--- config.mk ---
export PLATFORM = sky130hd
export DESIGN_NAME = preemptive_priority_scheduler_unit
export DESIGN_NICKNAME = d
export VERILOG_FILES = /design/src/hw/rtl/pps_pkg.sv /design/src/hw/rtl/pps_ctrl.sv /design/src/hw/rtl/pps_datapath.sv /design/src/hw/rtl/preemptive_priority_scheduler_unit.sv
export SDC_FILE = /design/constraint.sdc
export NUM_CORES = 2
export LEC_CHECK = 0
export BUFFER_PORTS_ARGS = -buffer_cell sky130_fd_sc_hd__buf_4
export CAP_MARGIN = 20
export CORE_AREA = 10 10 326 328
export CTS_CLUSTER_DIAMETER = 100
export DETAILED_ROUTE_END_ITERATION = 12
export DIE_AREA = 0 0 336 338
export PLACE_DENSITY = 0.66
export SYNTH_ARGS = -nofsm -noshare
export SYNTH_HDL_FRONTEND = slang
export SYNTH_SLANG_ARGS = --single-unit
--- constraint.sdc ---
create_clock -name clock -period 14.7 [get_ports clock]
set_input_delay 0.735 -clock clock [delete_from_list [all_inputs] [get_ports clock]]
set_output_delay 0.735 -clock clock [all_outputs]
set_load 0.03 [all_outputs]
--- src/hw/rtl/pps_pkg.sv ---
// Package for the preemptive priority scheduler: sizes, opcodes, state codes
// and the command and status structs between controller and datapath.
// No dependencies.
package pps_pkg;

   localparam int MAX_PROCESSES = 16;
   localparam int TIME_BITS     = 16;
   localparam int SLOT_BITS     = $clog2(MAX_PROCESSES);
   localparam int COUNT_BITS    = 5;
   localparam int PRI_BITS      = 8;
   localparam int SUM_BITS      = 20;

   localparam logic [TIME_BITS-1:0] TIME_MAX = {TIME_BITS{1'b1}};
   localparam logic [SUM_BITS-1:0]  SUM_MAX  = {SUM_BITS{1'b1}};

   localparam logic OP_LOAD = 1'b0;
   localparam logic OP_TICK = 1'b1;

   typedef enum logic [6:0] {
      ST_IDLE  = 7'b0000001,
      ST_SCAN  = 7'b0000010,
      ST_DRAIN = 7'b0000100,
      ST_FETCH = 7'b0001000,
      ST_CALC  = 7'b0010000,
      ST_WCALC = 7'b0100000,
      ST_ACCUM = 7'b1000000
   } state_type;

   typedef struct packed {
      logic load;
      logic tick_start;
      logic scan_issue;
      logic fetch;
      logic calc;
      logic wcalc;
      logic accum;
   } cmd_type;

   typedef struct packed {
      logic n_zero;
      logic issue_last;
      logic out_free;
   } sts_type;

endpackage

--- src/hw/rtl/pps_ctrl.sv ---
// Controller state machine of the preemptive priority scheduler.
// Depends on pps_pkg; drives pps_datapath through cmd_type, reads sts_type.
module pps_ctrl (
   input  logic             clock,
   input  logic             reset,
   input  logic             req_valid,
   input  logic             req_opcode,
   output logic             req_stall,
   input  pps_pkg::sts_type sts,
   output pps_pkg::cmd_type cmd
);
   import pps_pkg::*;

   state_type state_ff, state_in;

   always_ff @(posedge clock) begin
      if (reset) begin
         state_ff <= ST_IDLE;
      end else begin
         state_ff <= state_in;
      end
   end

   always_comb begin
      state_in = state_ff;
      cmd      = '0;
      unique case (state_ff)
         ST_IDLE: begin
            if (req_valid) begin
               if (req_opcode == OP_LOAD) begin
                  cmd.load = 1'b1;
               end else begin
                  cmd.tick_start = 1'b1;
                  state_in = sts.n_zero ? ST_FETCH : ST_SCAN;
               end
            end
         end
         ST_SCAN: begin
            cmd.scan_issue = 1'b1;
            if (sts.issue_last) begin
               state_in = ST_DRAIN;
            end
         end
         ST_DRAIN: begin
            state_in = ST_FETCH;
         end
         ST_FETCH: begin
            cmd.fetch = 1'b1;
            state_in  = ST_CALC;
         end
         ST_CALC: begin
            cmd.calc = 1'b1;
            state_in = ST_WCALC;
         end
         ST_WCALC: begin
            cmd.wcalc = 1'b1;
            state_in  = ST_ACCUM;
         end
         ST_ACCUM: begin
            if (sts.out_free) begin
               cmd.accum = 1'b1;
               state_in  = ST_IDLE;
            end
         end
         default: begin
            state_in = ST_IDLE;
         end
      endcase
   end

   assign req_stall = (state_ff != ST_IDLE);

   a_accum_hold: assert property (@(posedge clock) disable iff (reset)
      (state_ff == ST_ACCUM && !sts.out_free) |=> state_ff == ST_ACCUM)
      else $error("result dropped while output busy");

   a_tick_start: assert property (@(posedge clock) disable iff (reset)
      (state_ff == ST_IDLE && req_valid && req_opcode == OP_TICK)
      |=> (state_ff == ST_SCAN || state_ff == ST_FETCH))
      else $error("tick transaction did not start a scan");

endmodule

--- src/hw/rtl/pps_datapath.sv ---
// Datapath of the preemptive priority scheduler: slot stores, priority scan,
// slot update, running totals and the result register.
// Depends on pps_pkg; commanded by pps_ctrl.
module pps_datapath (
   input  logic                               clock,
   input  logic                               reset,
   input  logic [pps_pkg::SLOT_BITS-1:0]      req_slot,
   input  logic [pps_pkg::TIME_BITS-1:0]      req_arrival_time,
   input  logic [pps_pkg::TIME_BITS-1:0]      req_burst_length,
   input  logic [pps_pkg::PRI_BITS-1:0]       req_priority_level,
   input  logic                               csr_valid,
   input  logic [pps_pkg::COUNT_BITS-1:0]     csr_data,
   input  pps_pkg::cmd_type                   cmd,
   output pps_pkg::sts_type                   sts,
   output logic                               rsp_valid,
   input  logic                               rsp_stall,
   output logic [pps_pkg::SLOT_BITS-1:0]      rsp_chosen_slot,
   output logic                               rsp_idle,
   output logic [pps_pkg::TIME_BITS-1:0]      rsp_tick_end,
   output logic                               rsp_finished,
   output logic [pps_pkg::TIME_BITS-1:0]      rsp_wait_time,
   output logic [pps_pkg::TIME_BITS-1:0]      rsp_turnaround,
   output logic                               rsp_all_done,
   output logic [pps_pkg::SUM_BITS-1:0]       rsp_wait_total,
   output logic [pps_pkg::SUM_BITS-1:0]       rsp_turnaround_total
);
   import pps_pkg::*;

   // slot stores
   logic [TIME_BITS-1:0] arrival_mem   [MAX_PROCESSES];
   logic [TIME_BITS-1:0] burst_mem     [MAX_PROCESSES];
   logic [TIME_BITS-1:0] remaining_mem [MAX_PROCESSES];
   logic [PRI_BITS-1:0]  priority_mem  [MAX_PROCESSES];
   logic [MAX_PROCESSES-1:0] busy_ff;

   logic [SLOT_BITS-1:0] rd_addr;
   logic [TIME_BITS-1:0] arr_rd_ff, burst_rd_ff, rem_rd_ff;
   logic [PRI_BITS-1:0]  pri_rd_ff;

   logic [COUNT_BITS-1:0] count_ff;
   logic [COUNT_BITS-1:0] used_n;
   logic [TIME_BITS-1:0]  time_ff;
   logic [SUM_BITS-1:0]   wait_sum_ff, tat_sum_ff;

   // scan pipeline
   logic [SLOT_BITS-1:0] idx_ff, idx_d_ff, best_ff;
   logic                 vld_d_ff, busy_d_ff, found_ff;
   logic [PRI_BITS-1:0]  best_pri_ff;
   logic                 take;

   // update
   logic [TIME_BITS-1:0] tick_end_ff, tat_ff, wt_ff, rem_new;
   logic                 fin_ff;
   logic [SUM_BITS:0]    wait_add, tat_add;
   logic                 live;

   logic                 rsp_valid_ff;
   logic [SLOT_BITS-1:0] chosen_ff;
   logic                 idle_ff, finished_ff, all_done_ff;
   logic [TIME_BITS-1:0] tick_out_ff, wait_out_ff, tat_out_ff;

   assign used_n = (count_ff > COUNT_BITS'(MAX_PROCESSES)) ?
                   COUNT_BITS'(MAX_PROCESSES) : count_ff;
   assign rd_addr = cmd.scan_issue ? idx_ff : best_ff;

   always_ff @(posedge clock) begin
      if (reset) begin
         count_ff <= '0;
      end else if (csr_valid) begin
         count_ff <= csr_data;
      end
   end

   always_ff @(posedge clock) begin
      if (cmd.load) begin
         arrival_mem[req_slot]  <= req_arrival_time;
         burst_mem[req_slot]    <= req_burst_length;
         priority_mem[req_slot] <= req_priority_level;
      end
      if (cmd.load) begin
         remaining_mem[req_slot] <= req_burst_length;
      end else if (cmd.calc && found_ff) begin
         remaining_mem[best_ff] <= rem_new;
      end
      arr_rd_ff   <= arrival_mem[rd_addr];
      burst_rd_ff <= burst_mem[rd_addr];
      rem_rd_ff   <= remaining_mem[rd_addr];
      pri_rd_ff   <= priority_mem[rd_addr];
   end

   always_ff @(posedge clock) begin
      if (reset) begin
         busy_ff <= '0;
      end else if (cmd.load) begin
         busy_ff[req_slot] <= (req_burst_length != '0);
      end else if (cmd.calc && found_ff) begin
         busy_ff[best_ff] <= (rem_new != '0);
      end
   end

   // compare the slot whose data arrived this cycle
   assign take = vld_d_ff && busy_d_ff && (arr_rd_ff <= time_ff) &&
                 (!found_ff || (pri_rd_ff < best_pri_ff));

   always_ff @(posedge clock) begin
      if (reset) begin
         vld_d_ff <= 1'b0;
         found_ff <= 1'b0;
         idx_ff   <= '0;
      end else begin
         vld_d_ff <= cmd.scan_issue;
         if (cmd.tick_start) begin
            idx_ff   <= '0;
            found_ff <= 1'b0;
         end else begin
            if (cmd.scan_issue) begin
               idx_ff <= idx_ff + 1'b1;
            end
            if (take) begin
               found_ff <= 1'b1;
            end
         end
      end
   end

   always_ff @(posedge clock) begin
      idx_d_ff  <= idx_ff;
      busy_d_ff <= busy_ff[idx_ff];
      if (cmd.tick_start) begin
         best_ff <= '0;
      end else if (take) begin
         best_ff     <= idx_d_ff;
         best_pri_ff <= pri_rd_ff;
      end
   end

   assign sts.n_zero     = (used_n == '0);
   assign sts.issue_last = ({1'b0, idx_ff} == COUNT_BITS'(used_n - 1'b1));
   assign sts.out_free   = !rsp_valid_ff || !rsp_stall;

   assign rem_new = rem_rd_ff - 1'b1;

   always_ff @(posedge clock) begin
      if (cmd.fetch) begin
         tick_end_ff <= (time_ff == TIME_MAX) ? time_ff : time_ff + 1'b1;
      end
      if (cmd.calc) begin
         fin_ff <= found_ff && (rem_new == '0);
         tat_ff <= (tick_end_ff >= arr_rd_ff) ? tick_end_ff - arr_rd_ff : '0;
      end
      if (cmd.wcalc) begin
         wt_ff <= (tat_ff >= burst_rd_ff) ? tat_ff - burst_rd_ff : '0;
      end
   end

   assign wait_add = {1'b0, wait_sum_ff} + (SUM_BITS+1)'(wt_ff);
   assign tat_add  = {1'b0, tat_sum_ff} + (SUM_BITS+1)'(tat_ff);

   always_comb begin
      live = 1'b0;
      for (int i = 0; i < MAX_PROCESSES; i++) begin
         if (busy_ff[i] && (COUNT_BITS'(i) < used_n)) begin
            live = 1'b1;
         end
      end
   end

   always_ff @(posedge clock) begin
      if (reset) begin
         time_ff     <= '0;
         wait_sum_ff <= '0;
         tat_sum_ff  <= '0;
      end else if (cmd.accum) begin
         time_ff <= tick_end_ff;
         if (fin_ff) begin
            wait_sum_ff <= wait_add[SUM_BITS] ? SUM_MAX : wait_add[SUM_BITS-1:0];
            tat_sum_ff  <= tat_add[SUM_BITS] ? SUM_MAX : tat_add[SUM_BITS-1:0];
         end
      end
   end

   always_ff @(posedge clock) begin
      if (reset) begin
         rsp_valid_ff <= 1'b0;
      end else if (cmd.accum) begin
         rsp_valid_ff <= 1'b1;
      end else if (!rsp_stall) begin
         rsp_valid_ff <= 1'b0;
      end
   end

   always_ff @(posedge clock) begin
      if (cmd.accum) begin
         chosen_ff   <= found_ff ? best_ff : '0;
         idle_ff     <= !found_ff;
         tick_out_ff <= tick_end_ff;
         finished_ff <= fin_ff;
         wait_out_ff <= fin_ff ? wt_ff : '0;
         tat_out_ff  <= fin_ff ? tat_ff : '0;
         all_done_ff <= !live;
      end
   end

   assign rsp_valid            = rsp_valid_ff;
   assign rsp_chosen_slot      = chosen_ff;
   assign rsp_idle             = idle_ff;
   assign rsp_tick_end         = tick_out_ff;
   assign rsp_finished         = finished_ff;
   assign rsp_wait_time        = wait_out_ff;
   assign rsp_turnaround       = tat_out_ff;
   assign rsp_all_done         = all_done_ff;
   assign rsp_wait_total       = wait_sum_ff;
   assign rsp_turnaround_total = tat_sum_ff;

   a_fin_not_idle: assert property (@(posedge clock) disable iff (reset)
      (rsp_valid_ff && finished_ff) |-> !idle_ff)
      else $error("finished reported on an idle tick");

   a_sum_monotonic: assert property (@(posedge clock) disable iff (reset)
      1'b1 |=> (wait_sum_ff >= $past(wait_sum_ff) && tat_sum_ff >= $past(tat_sum_ff)))
      else $error("running total decreased");

endmodule

--- src/hw/rtl/preemptive_priority_scheduler_unit.sv ---
// Top level of the preemptive priority scheduler.
// Depends on pps_pkg, pps_ctrl and pps_datapath.
//
// A load transaction (opcode 0) writes one process slot with its arrival
// time, burst and priority and gives no result. A tick transaction
// (opcode 1) scans slots 0 .. n-1 one per cycle, n being process_count
// capped at 16, through the registered read port of the slot stores, picks
// the ready slot with the smallest priority number (lowest slot on ties),
// spends one tick of work on it and returns one result. A tick runs the
// scan steps, a step to drain the read pipeline, then the fetch, update,
// wait-time and totals steps; the scan and drain are skipped when no slot
// is in use. Time and the running totals saturate. The result register
// lets the next load be taken while a result is stalled; a further tick
// holds in its final step until the result register frees up. The
// process_count register may be written at any time the block is idle;
// csr_ready is always high.
module preemptive_priority_scheduler_unit (
   input  logic                            clock,
   input  logic                            reset,
   // request channel
   input  logic                            req_valid,
   output logic                            req_stall,
   input  logic                            req_opcode,
   input  logic [pps_pkg::SLOT_BITS-1:0]   req_slot,
   input  logic [pps_pkg::TIME_BITS-1:0]   req_arrival_time,
   input  logic [pps_pkg::TIME_BITS-1:0]   req_burst_length,
   input  logic [pps_pkg::PRI_BITS-1:0]    req_priority_level,
   // response channel
   output logic                            rsp_valid,
   input  logic                            rsp_stall,
   output logic [pps_pkg::SLOT_BITS-1:0]   rsp_chosen_slot,
   output logic                            rsp_idle,
   output logic [pps_pkg::TIME_BITS-1:0]   rsp_tick_end,
   output logic                            rsp_finished,
   output logic [pps_pkg::TIME_BITS-1:0]   rsp_wait_time,
   output logic [pps_pkg::TIME_BITS-1:0]   rsp_turnaround,
   output logic                            rsp_all_done,
   output logic [pps_pkg::SUM_BITS-1:0]    rsp_wait_total,
   output logic [pps_pkg::SUM_BITS-1:0]    rsp_turnaround_total,
   // configuration write channel: process_count
   input  logic                            csr_valid,
   output logic                            csr_ready,
   input  logic [pps_pkg::COUNT_BITS-1:0]  csr_data
);
   import pps_pkg::*;

   cmd_type cmd;
   sts_type sts;

   // always take configuration writes
   assign csr_ready = 1'b1;

   pps_ctrl u_ctrl (
      .clock      (clock),
      .reset      (reset),
      .req_valid  (req_valid),
      .req_opcode (req_opcode),
      .req_stall  (req_stall),
      .sts        (sts),
      .cmd        (cmd)
   );

   pps_datapath u_datapath (
      .clock                (clock),
      .reset                (reset),
      .req_slot             (req_slot),
      .req_arrival_time     (req_arrival_time),
      .req_burst_length     (req_burst_length),
      .req_priority_level   (req_priority_level),
      .csr_valid            (csr_valid),
      .csr_data             (csr_data),
      .cmd                  (cmd),
      .sts                  (sts),
      .rsp_valid            (rsp_valid),
      .rsp_stall            (rsp_stall),
      .rsp_chosen_slot      (rsp_chosen_slot),
      .rsp_idle             (rsp_idle),
      .rsp_tick_end         (rsp_tick_end),
      .rsp_finished         (rsp_finished),
      .rsp_wait_time        (rsp_wait_time),
      .rsp_turnaround       (rsp_turnaround),
      .rsp_all_done         (rsp_all_done),
      .rsp_wait_total       (rsp_wait_total),
      .rsp_turnaround_total (rsp_turnaround_total)
   );

endmodule
; Word-level counts from Yosys, hierarchy flattened
; Memories as Yosys holds them, arrays and structs flattened. A register that Yosys moved wholly into a read port is not among the register bits.
; Index checks and enable logic that the tools add are counted.
[totals]
wordCells = 175
inputBits = 55
ram_bits = 896
mem_count = 4
register_bits = 212
output_inout_bits = 98
[classes]
order_cmp = 26
addsub = 8
n_eq_ne = 15
muxes = 57
bitwise_logic = 1
n_reduce_logical = 39
[memory_table]
columns = name, depth, width, rd, rd_clocked_by_memory_dff, wr, line_no
row1 = u_datapath.arrival_mem, 16, 16, 1, 1, 1, pps_datapath.sv:30  ; logic [TIME_BITS-1:0] arrival_mem [MAX_PROCESSES];
row2 = u_datapath.burst_mem, 16, 16, 1, 1, 1, pps_datapath.sv:31  ; logic [TIME_BITS-1:0] burst_mem [MAX_PROCESSES];
row3 = u_datapath.remaining_mem, 16, 16, 1, 1, 1, pps_datapath.sv:32  ; logic [TIME_BITS-1:0] remaining_mem [MAX_PROCESSES];
row4 = u_datapath.priority_mem, 16, 8, 1, 1, 1, pps_datapath.sv:33  ; logic [PRI_BITS-1:0] priority_mem [MAX_PROCESSES];
[ops]
columns = op, n
row1 = 2-to-1 mux 16 bit, 4
row2 = case mux 7 bit (7 select lines), 1
row3 = adder 20 x 16 -> 21 bit, 2
row4 = < comparator 4 x 5 -> 1 bit (first input constant), 8
row5 = 2-to-1 mux 20 bit, 2
row6 = 2-to-1 mux 1 bit, 35
row7 = bitwise mux 16 bit, 2
row8 = greater-or-equal comparator 16 bit, 2
row9 = nonzero test 16 bit, 2
row10 = subtractor 16 bit, 2
row11 = 2-to-1 mux 7 bit, 4
row12 = logical AND 1 bit, 23
row13 = < comparator 3 x 5 -> 1 bit (first input constant), 4
row14 = adder 16 x 1 -> 16 bit (second input constant), 1
row15 = == test 16 bit (second input constant), 1
row16 = <= comparator 16 bit, 1
row17 = logical NOT 16 bit, 1
row18 = OR reduction 16 bit, 1
row19 = subtractor 16 x 1 -> 16 bit (second input constant), 1
row20 = < comparator 4 x 5 -> 1 bit (second input constant), 3
row21 = 2-to-1 mux 4 bit, 3
row22 = < comparator 1 x 5 -> 1 bit (first input constant), 2
row23 = < comparator 2 x 5 -> 1 bit (first input constant), 2
row24 = demux 1 bit (select 4 bit), 2
row25 = 27 further kinds, 37

; Logic depth before layout (Yosys ltp)
[depth]
ltp_word = 21
ltp_mapped = 11
mapped_depth_nobuf = 10

; By module
; Synthesis repeated with hierarchy kept, for this count alone.
[unflattened]
cells_unflattened = 2949
hier_area_um2 = 47991.0
[by_module_without_submodules]
columns = mod, instances, seq_area_each_um2, cells_per_inst, area_per_inst_um2
row1 = pps_datapath, 1, 33251.9, 2894, 47509.3
row2 = pps_ctrl, 1, 140.1, 53, 470.5
row3 = preemptive_priority_scheduler_unit, 1, 0.0, 2, 11.3

; Worst setup path after synthesis
; OpenSTA, ideal clock, no wires.
[synth_path]
kind = register to register
start = reg u_ctrl.state_ff[4]
end = reg u_datapath.busy_ff[3]
stages_incl_launch_ff = 8
setup_time_ns = 0.136
period_less_slack_ns = 4.968
t_arrival_ns = 4.832
slack_ns = 9.732
path_buffers = 1
t_required_ns = 14.564
cell_sequence = dfxtp_1 clkbuf_1 or4_1 nor3_1 nand3_1 nor3_1 mux2_2 o32ai_1
[synth_via]
elab_chain_len = 4
word_cells_on_any_way = 7
classes_between = eq/ne: 2 / mux: 3 / reduce/logical: 2
[synth_lines]
columns = item, line_no
row1 = "start, declared", pps_ctrl.sv:14  ; state_type state_ff, state_in;
row2 = "start signal, assigned", pps_ctrl.sv:20  ; state_ff <= state_in;
row3 = == test 7 x 5 -> 1 bit, pps_ctrl.sv:27  ; unique case (state_ff)
row4 = 2-to-1 mux 1 bit, pps_ctrl.sv:27
row5 = logical AND 1 bit, pps_datapath.sv:96  ; end else if (cmd.calc && found_ff) begin
row6 = nonzero test 2 bit (no line), n/a
row7 = "end signal, assigned by index", pps_datapath.sv:95  ; busy_ff[req_slot] <= (req_burst_length != '0);
row8 = "end signal, assigned by index", pps_datapath.sv:97  ; busy_ff[best_ff] <= (rem_new != '0);
row9 = "end, declared", pps_datapath.sv:34  ; logic [MAX_PROCESSES-1:0] busy_ff;
; Parallel ways exist; a longest one is shown, timed or not.
; A chain may end at the register's enable or synchronous reset.

; Worst setup path after layout
[layout_path]
start = reg u_ctrl.state_ff[5]
end = reg u_datapath.burst_rd_ff[11], read port of u_datapath.burst_mem
[layout_via]
elab_chain_len = 3
[layout_lines]
columns = item, line_no
row1 = == test 7 x 2 -> 1 bit, pps_ctrl.sv:27
row2 = 2-to-1 mux 1 bit, pps_ctrl.sv:27
row3 = 2-to-1 mux 4 bit, pps_datapath.sv:64  ; assign rd_addr = cmd.scan_issue ? idx_ff : best_ff;
row4 = "end, declared", pps_datapath.sv:37  ; logic [TIME_BITS-1:0] arr_rd_ff, burst_rd_ff, rem_rd_ff;
; Every way passes these cells.

==> qor.csv <==
metric,value,unit
pin count of the biggest net entering global routing,205,
Most Crowded Layer GR,met2,
status,completed,
setup bufs post-CTS,0,
Power Density,120,mW/mm^2
number of top-level pins,153,
RSZ-0062 raised after global routing,no,
routing usage on met2,38.3,%
Async SR Flop Fraction,0,%
Finished Cell Area,0.0561,sq mm
Highest Clock Rate,227,MHz
Post-CTS Resized,0,
Syn Nets,4009,
max cap viols,0,
CTS Hold Bufs,0,
CORE AREA,0.0996,sq mm
Mapped Avg Cell Area,12.8,sq um
drc violations,0,
Sum Neg Setup Slack,0,ns
Detail Placement HPWL,81500,um
Slew Limit Fails,0,
total track usage,24.0,%
# H-tree levels,3,
first-pass GRT wire length,205000,um
clk_lat worst skew,0.71,ns
Worst Max-Slew Pin Slew,1.19,ns
final antenna-violating net count,0,
drt first-iter violations,3926,
Setup CP Type,flop to flop,
Vias,33200,
Final Hold Fails,0,
VDD IR max,0.102,mV
Num CTS Buffers,116,
vias in the first global route,31800,
"most common cell after layout, fill and taps aside",edfxtp_1,
GR Overflow Total,0,
Worst Path Arrival,4.98,ns
"CTS clk-pin slew, worst paths",0.06,ns
endpoint class of the critical path,flop,
antenna violations before repair,6,
CTS sink cnt,1164,
Clock Path Buffers,3,
GP Congestion,0.872,
I/O Buffers,151,
Worst Clk Skew,0.0279,ns
Die X,336,um
"Min Clock Period, post-route",4.40,ns
layout cell share with drive strength beyond 1,12.9,%
most frequent cells in the layout,"edfxtp_1 (1,008), nand2_1 (510), nand3_1 (503)",
CTS tree,built,
CP max FO,66,
M1 GR Usage,32.5,%
CP Data Required Time,15.28,ns
P_leak,18.8,nW
Post-Place Cell Area,0.0522,sq mm
Synth-to-Final Area Change,13.3,%
die area,0.114,sq mm
routed wire length per instance,25.7,um
vias per cell,6.16,
fin crit share,29.9,%
final WL,139000,um
met3 Use GR,4.88,%
fill cell count,8025,
drt pass-1 iters,5,
total number of yosys warnings,0,
Hold WC Path Type,input port to flop,
initial core utilization,49.7,%
post-synthesis sequential area ratio,67.5,%
prevailing post-synth register cell,edfxtp_1,
Yosys cell types,90,
final net count,4137,
startpoint types,flop,
row count,116,
clk root buf,clkbuf_16,
setup violators final,0,
overall die height,338,um
Post-Syn Area,0.0495,sq mm
number of flops mapped to enable cells by yosys,1008,
Synth Instances,3857,
Rel. slew slack,20.7,%
Synth Register Bits,1164,
-- where the power goes --
part           internal (mW)  leakage, nW  switching [mW]
sequential              3.61         10.3          0.0127
combinational         0.0397         6.59           0.109
clock                   1.69         1.85            1.26
total                   5.33         18.8            1.38
-- state kept, by name, indices dropped and copies added (netlist names), 20 cells and up --
name,cells
u_datapath.arrival_mem,256
u_datapath.burst_mem,256
u_datapath.priority_mem,128
u_datapath.rsp_wait_total,20
u_datapath.remaining_mem,256
u_datapath.rsp_turnaround_total,20
-- final timing paths --
path / start / end / slack [ns] / cells after the start
max: u_ctrl.state_ff[5]$_SDFFE_PP0P_ / u_datapath.burst_rd_ff[11]$_DFF_P_ / 10.30 / 9
min: csr_data[0] / u_datapath.count_ff[0]$_SDFFE_PP0P_ / 0.28 / 3
max reg2reg: u_ctrl.state_ff[5]$_SDFFE_PP0P_ / u_datapath.burst_rd_ff[11]$_DFF_P_ / 10.30 / 9
min reg2reg: u_datapath.idx_d_ff[3]$_DFF_P_ / u_datapath.best_ff[3]$_SDFFE_PP0P_ / 0.46 / 2
-- stage by stage --
stage          hold slack [ns]  setup slack [ns]  total power, mW  instances  utilization [%]
4_1_cts                  0.244             10.36             6.75       5382             56.3
3_5_place_dp             0.442             10.39             3.84       5161             52.4
2_1_floorplan            0.329              9.73             3.75       3857                -
3_3_place_gp             0.432             10.55             3.83       5159             52.4
5_1_grt                  0.284             10.14             6.89       5386             56.3
6_report                 0.279             10.30             6.72       5387             56.3
-- layout make-up --
type                    instances  area, sq um  share of cell area (%)
well taps                    1298         1620                    2.90
inverters                      87          327                   0.582
repair buffers                234         1790                    3.20
clock inverters                60          602                    1.07
diodes                          1         2.50                 0.00446
multi-input cells            2382        15100                    27.0
flip-flops and latches       1164        33400                    59.6
clock buffers                 161         3200                    5.71
-- critical path, stage by stage, from the launching register on --
cell and delay, ns:
dfxtp_1 0.53, nor2_1 0.17, nand3_4 0.08, buf_4 0.71, mux2_4 0.67, buf_4 0.67
and2_4 0.87, a31oi_1 0.22, nand3_1 0.18, nand3_1 0.09
-- per-layer routing --
metal	vias up	part of all wire [%]
met5	-	0.056
met1	16400	40
met3	245	10
met2	1686	47
met4	10	3.0
li1	14800	-
-- cells in the mapped netlist (all sizes together) (5+ instances only) --
cell type / n / area share (%)
nor2: 173 / 1.3
dfxtp: 156 / 6.3
o41ai: 5 / 0.14
o31ai: 14 / 0.21
edfxtp: 1008 / 61
nor3: 45 / 0.50
nand2b: 31 / 0.41
a32oi: 45 / 0.80
nand3b: 5 / 0.076
nand3: 504 / 5.1
or2: 8 / 0.10
o31a: 7 / 0.12
or4: 5 / 0.083
and2: 42 / 0.53
xnor2: 43 / 0.76
o21ai: 84 / 0.86
a311oi: 5 / 0.089
inv: 87 / 0.66
nor4: 14 / 0.19
and3: 8 / 0.10
mux2: 19 / 0.43
nor2b: 19 / 0.26
mux4: 50 / 2.3
mux2i: 85 / 1.7
buf: 77 / 0.75
a211oi: 39 / 0.59
xor2: 30 / 0.53
and4: 7 / 0.12
o211ai: 10 / 0.15
o32ai: 17 / 0.30
nand4: 36 / 0.46
a21oi: 194 / 2.0
o21a: 22 / 0.33
nor3b: 6 / 0.10
a31oi: 68 / 0.86
a221oi: 15 / 0.27
clkbuf: 147 / 1.1
nand2: 510 / 3.9
ha: 93 / 2.4
or3: 54 / 0.68
a21o: 16 / 0.24
-- cell families (layout without fill, tap and decap cells) --
kind of cell               Yosys count  in the layout  synth area share (%)
AOI/OAI and AO/OA                  582            582                  7.68
xor gates and xnor gates            73             73                  1.29
DFF                               1164           1164                  67.5
adders and majority gates           98             98                  2.53
other                                1              2               0.00758
muxes                              154            154                  4.44
and+or+nand+nor                   1474           1474                  14.0
buffers and inverters              311            542                  2.53
(Power assumes the default switching activity.)
